**src/hw/rtl/rfe_pkg.sv**
```systemverilog
// rfe_pkg: shared constants, command codes, state codes and structs of the
// random fern ensemble classifier. No dependencies.
`default_nettype none

package rfe_pkg;

    localparam int TREES      = 10;
    localparam int LEAF_BITS  = 13;
    localparam int TREE_W     = (TREES > 1) ? $clog2(TREES) : 1;
    localparam int POS_W      = $clog2(TREES + 1);
    localparam int ADDR_W     = TREE_W + LEAF_BITS;
    localparam int DEPTH      = TREES << LEAF_BITS;
    localparam int VOTE_W     = 20;
    localparam int POST_W     = 16;
    localparam int CNT_W      = 16;
    localparam int DIVD_W     = 32;
    localparam int DSR_W      = 17;

    // votes / TREES by reciprocal multiply, exact for any 20-bit vote sum
    localparam int RECIP_SH   = 24;
    localparam int RECIP_W    = RECIP_SH + 1;
    localparam int PROD_W     = VOTE_W + RECIP_W;
    localparam int QUO_W      = PROD_W - RECIP_SH;
    localparam logic [RECIP_W-1:0] RECIP = RECIP_W'(((1 << RECIP_SH) + TREES - 1) / TREES);

    localparam logic [POST_W-1:0] THR_RESET = 16'd39322;
    localparam logic [POST_W-1:0] POST_MAX  = 16'hFFFF;
    localparam logic [CNT_W-1:0]  CNT_MAX   = 16'hFFFF;
    // 0.5 per tree, in Q.16
    localparam logic [VOTE_W-1:0] NEG_LIMIT = VOTE_W'(32768 * TREES);

    typedef enum logic [1:0] {
        CMD_CLASSIFY  = 2'd0,
        CMD_TRAIN_POS = 2'd1,
        CMD_TRAIN_NEG = 2'd2,
        CMD_EVAL      = 2'd3
    } cmd_t;

    typedef enum logic [3:0] {
        BK_CLEAR,
        BK_IDLE,
        BK_DECIDE,
        BK_TR_RD,
        BK_TR_CALC,
        BK_TR_DIV,
        BK_TR_WR,
        BK_OUT
    } back_state_t;

    // one finished sample handed from front to back
    typedef struct packed {
        logic [VOTE_W-1:0]                votes;
        cmd_t                             cmd;
        logic [POS_W-1:0]                 count;
        logic [TREES-1:0][LEAF_BITS-1:0]  leaves;
    } job_t;

    // posterior table write port, driven by the back part
    typedef struct packed {
        logic              en;
        logic [ADDR_W-1:0] addr;
        logic [POST_W-1:0] data;
    } post_wr_t;

    // back part status seen by the front part
    typedef struct packed {
        logic idle;
        logic clearing;
    } back_status_t;

endpackage

`default_nettype wire

```
**src/hw/rtl/rfe_job_fifo.sv**
```systemverilog
// rfe_job_fifo: two-entry queue of finished samples between front and back.
// Depends on rfe_pkg.
`default_nettype none

module rfe_job_fifo
    import rfe_pkg::*;
(
    input  wire logic aclk,
    input  wire logic aresetn,
    input  wire logic push,
    input  wire job_t job_in,
    input  wire logic pop,
    output job_t      job_out,
    output logic      empty,
    output logic      full
);

    job_t       mem_reg [2];
    logic       wr_ptr_reg;
    logic       rd_ptr_reg;
    logic [1:0] count_reg;
    logic       do_push;
    logic       do_pop;

    assign do_push = push && (count_reg != 2'd2);
    assign do_pop  = pop && (count_reg != 2'd0);

    always_ff @(posedge aclk) begin
        if (!aresetn) begin
            wr_ptr_reg <= 1'b0;
            rd_ptr_reg <= 1'b0;
            count_reg  <= 2'd0;
        end else begin
            if (do_push) wr_ptr_reg <= !wr_ptr_reg;
            if (do_pop)  rd_ptr_reg <= !rd_ptr_reg;
            count_reg <= count_reg + {1'b0, do_push} - {1'b0, do_pop};
        end
        if (do_push) mem_reg[wr_ptr_reg] <= job_in;
    end

    assign job_out = mem_reg[rd_ptr_reg];
    assign empty   = (count_reg == 2'd0);
    assign full    = (count_reg == 2'd2);

endmodule

`default_nettype wire

```
**config.mk**
```make
export PLATFORM = sky130hd
export DESIGN_NAME = rfe_job_fifo
export DESIGN_NICKNAME = d
export VERILOG_FILES = /design/src/hw/rtl/rfe_pkg.sv /design/src/hw/rtl/rfe_job_fifo.sv
export SDC_FILE = /design/constraint.sdc
export NUM_CORES = 1
export LEC_CHECK = 0
export BUFFER_PORTS_ARGS = -buffer_cell sky130_fd_sc_hd__buf_2
export CAP_MARGIN = 20
export CORE_UTILIZATION = 30
export CTS_BUF_LIST = sky130_fd_sc_hd__clkbuf_8
export DETAILED_ROUTE_END_ITERATION = 10
export PLACE_DENSITY = 0.54
export RECOVER_POWER = 100
export SKIP_LAST_GASP = 1
export SLEW_MARGIN = 20
export SYNTH_ARGS = -nofsm -noshare
export SYNTH_HDL_FRONTEND = slang
export SYNTH_SLANG_ARGS = --single-unit
```
**constraint.sdc**
```tcl
create_clock -name aclk -period 7.5 [get_ports aclk]
set_clock_uncertainty 0.05 [all_clocks]
set_input_delay 0.375 -clock aclk [delete_from_list [all_inputs] [get_ports aclk]]
set_output_delay 0.375 -clock aclk [all_outputs]
set_load 0.1 [all_outputs]
```
Word-level counts from Yosys, hierarchy flattened
Memories as Yosys holds them, arrays and structs flattened. A register that Yosys moved wholly into a read port is not among the register bits.
Index checks and enable logic that the tools add are counted.
- $add $sub $neg: 2
- reductions and logical operators: 6
- equal/unequal tests: 2
- mux-type cells: 4
- operator list (operator ; count):
    1-bit 2-to-1 mux ; 4
    2-bit by 1-bit adder with 2-bit output ; 1
    2-bit == test, second input constant ; 1
    1-bit logical AND ; 2
    1-bit zero test ; 2
    2-bit zero test ; 1
    2-bit != test, second input constant ; 1
    2-bit nonzero test ; 1
    2-bit by 1-bit subtractor with 2-bit output ; 1
- word-level logic and storage cells: 18
- output and inout port bits: 158
- memories: 1
- register bits: 4
- input bits: 160
- bits in writable memories: 312
- memory list (memory ; depth ; width ; read ports ; clocked after memory_dff ; write ports ; line ; RTL):
    mem_reg ; 2 ; 156 ; 1 ; 1 ; 1 ; rfe_job_fifo.sv:18 ; job_t mem_reg [2];

Depth between registers and ports, before layout
- word-level depth: 4
- mapped depth: 8
- gate-level depth less buffers: 8

Worst setup path before layout
No wires, ideal clock.
- kind: register -> register
- start point: register count_reg[0]
- end point: memory mem_reg[0][0] (netlist bit), enable pin
- setup slack: -288 ps
- library setup time: 674 ps
- stages on the path, launching flop included: 4
- arrival time: 7065 ps
- required time: 6776 ps
- period minus slack after synthesis: 7788 ps
- path buffers: 0
- cells stage by stage: dfxtp_1 -> nand2b_1 -> nand2_1 -> nor2_1
- word-level cells in the longest chain between the ends: 4
- ends and longest elaborated chain (item ; line ; RTL):
    start, declared ; rfe_job_fifo.sv:21 ; logic [1:0] count_reg;
    start signal, assigned ; rfe_job_fifo.sv:36 ; count_reg <= count_reg + {1'b0, do_push} - {1'b0, do_pop};
    2-bit != test ; rfe_job_fifo.sv:25 ; assign do_push = push && (count_reg != 2'd2);
    1-bit logical AND ; rfe_job_fifo.sv:25 ;
    1-bit 2-to-1 mux ; rfe_job_fifo.sv:38 ; if (do_push) mem_reg[wr_ptr_reg] <= job_in;
    1-bit 2-to-1 mux (implied by the code) ; rfe_job_fifo.sv:38 ;
    end, declared ; rfe_job_fifo.sv:18 ;
No other way between the ends.

==> reports/metrics.yaml <==
critical_path:
  worst-setup-path-type: "flip-flop to output port"
  cp_slowest_cell: "clkbuf_2"
  critPathBufInv: 2
  cpPeakStageDelay_ns: 1.62
  crit_family: "buffers and inverters"
  timing.rr.start: "count_reg[0]"
  cp.required_ns: 7.07
  crit_chain: "clkbuf_2, mux2_2, buf_2"
  arrival_ns: 4.75
  start_kind: "flip-flop"
  endpoint_kind: "output port"
  critical_path.max_fanout: 76
floorplanning:
  start_util_pct: 30.6
  io_pins: 318
  die_w_um: 198
  fp.dieH_um: 198
  fp.coreArea_um2: 37800
  dieArea_um2: 39300
  floorplan.rows: 71
sta:
  relSlewSlack_pct: -130
  setup_viol: 0
  fin_crit_sh_pct: 69.0
  hold_violations: 0
  worstMarginPinSlew_ns: 3.45
  rsz0062_at_grt: "no"
  report.final.slew_viol_count: 314
  setup-tns-final_ns: 0
  fmax_mhz: 193
  period_needed_ns: 5.17
drt:
  drtAntennaViolNets: 0
  drt-initial-drc-count: 188
  routed_wl_um: 24400
  via_per_inst: 4.13
  drc: 0
  num_vias: 6527
  wl_per_cell_um: 15.4
  firstDrtPassIters: 4
place:
  place.gp.congestion: 0.672
  portBuffers: 317
  dp_hpwl_um: 15100
clock_tree:
  clk_latency_ns: 0.60
  cts.sinks: 317
  root_buffer: "clkbuf_8"
  clk_pin_slew_ns: 0.06
  ctsResizeCount: 0
  hold_buffers: 157
  cts_tree: "done"
  post-cts-setup-buffer-count: 0
  numCtsBuffers: 54
  clockBufferDepth: 3
  cts_max_level: 2
global_route:
  grt_pass1_wl_um: 36000
  grt_pass1_vias: 6787
  gr-total-overflow: 0
  antenna_found_initial: 0
  track_usage_pct: 12.1
  grt_start_max_net_pins: 77
final_layout:
  nNetsFinal: 1193
  diodes: 0
  largest_reg_flops: 312
  synthToLayoutAreaGrowth_pct: 38.6
  drive_gt1_share_pct: 34.1
  nFillCells: 3531
run:
  max_cap_viol_count: 6
yosys:
  syn-instance-count: 512
  avgSynthCellArea_um2: 22.5
  yosys_warnings: 0
  syn_nets: 674
  synth_seq_cells: 317
  ys_types: 17
  synth_area_um2: 11500
  ys_seq_area_share_pct: 82.0
hold_path:
  worstHoldStart: "push"
  min_path_type: "primary input to flip-flop"
outcome:
  violations: "capacitance limit, slew limit"
  status: "finished, violations left"
## logic make-up (layout without fill, tap and decap cells)
| logic type | Yosys count | in the layout | share of synthesized area [%] |
|---|---|---|---|
| xor gates and xnor gates | 2 | 2 | 0.152 |
| muxes | 157 | 157 | 15.3 |
| AOI/OAI and AO/OA | 1 | 1 | 0.0651 |
| and+or+nand+nor | 13 | 13 | 0.542 |
| adders and majority gates | 2 | 2 | 0.217 |
| buffers and inverters | 20 | 577 | 1.70 |
| DFF | 317 | 317 | 82.0 |
## cell type report
type	count	area, um^2	area share [%]
flip-flops and latches	317	9470	59.2
clock inverters	37	253	1.58
well taps	511	639	3.99
clock buffers	57	785	4.90
repair buffers	480	2970	18.5
multi-input cells	175	1880	11.7
inverters	3	11.3	0.0704
## cells in the final DEF, fill, tap and decap left out, types with 2 or more instances in the layout
master	instances
ha_1	2
nand2b_1	2
clkbuf_2	5
bufinv_16	4
mux2_2	156
clkinv_1	12
dfxtp_1	5
edfxtp_1	312
clkbuf_1	182
buf_2	133
buf_4	3
inv_1	17
nand2_1	2
nor2_1	5
clkbuf_8	57
clkinv_2	7
dlygate4sd3_1	157
and2_0	2
## through the flow
step / cells / hold slack (ns) / instance area [um^2] / setup WS (ns) / util, %
finish: 1580 / 0.0794 / 16000 / 2.33 / 42.4
global route: 1580 / 0.0523 / 16000 / 1.92 / 42.4
CTS: 1580 / 0.0551 / 16300 / 3.90 / 43.1
detailed placement: 1329 / 0.460 / 13600 / 4.60 / 36.1
global placement: 1329 / 0.447 / 13600 / 4.58 / 36.1
floorplan: 512 / 0.416 / 11500 / 2.35 / -
## layer usage
layer,GRT usage (%),share of wire [%],vias to the layer above,wire (um)
met5,0,0,-,0
met4,5.77,2.8,0,675
met3,4.43,8.3,54,2020
met2,20.2,49,229,12000
met1,13.6,40,3161,9660
li1,-,-,3083,-
## worst paths after layout
| check | to | slack, ns | depth (start not counted) |
|---|---|---|---|
| worst max register to register | mem_reg[1][67] | 2.58 | 3 |
| worst min-delay path | wr_ptr_reg | 0.08 | 3 |
| worst min register to register | wr_ptr_reg | 0.44 | 2 |
| worst max-delay path | job_out[127] | 2.33 | 3 |
## worst register-to-register path: stages, from the launching register on
cell	delay, ns
dfxtp_1	0.37
nand2b_1	0.16
and3_1	1.28
clkbuf_1	2.53
## Yosys cell counts
library cell    n  area [um^2]
and3_1          1         6.26
buf_2           1         5.00
dfxtp_1         5          100
nor3_1          1         5.00
o21a_1          1         7.51
edfxtp_1      312         9370
nand2b_1        2         12.5
nor2_1          5         18.8
mux2i_1         1         10.0
and2_1          2         12.5
buf_6          16          180
ha_1            2         25.0
nand2_1         2         7.51
xor2_1          1         8.76
xnor2_1         1         8.76
mux2_2        156         1760
inv_1           3         11.3
Power is not shown: default switching activity piles up to over one toggle a cycle in this logic, so the estimate is an artifact.
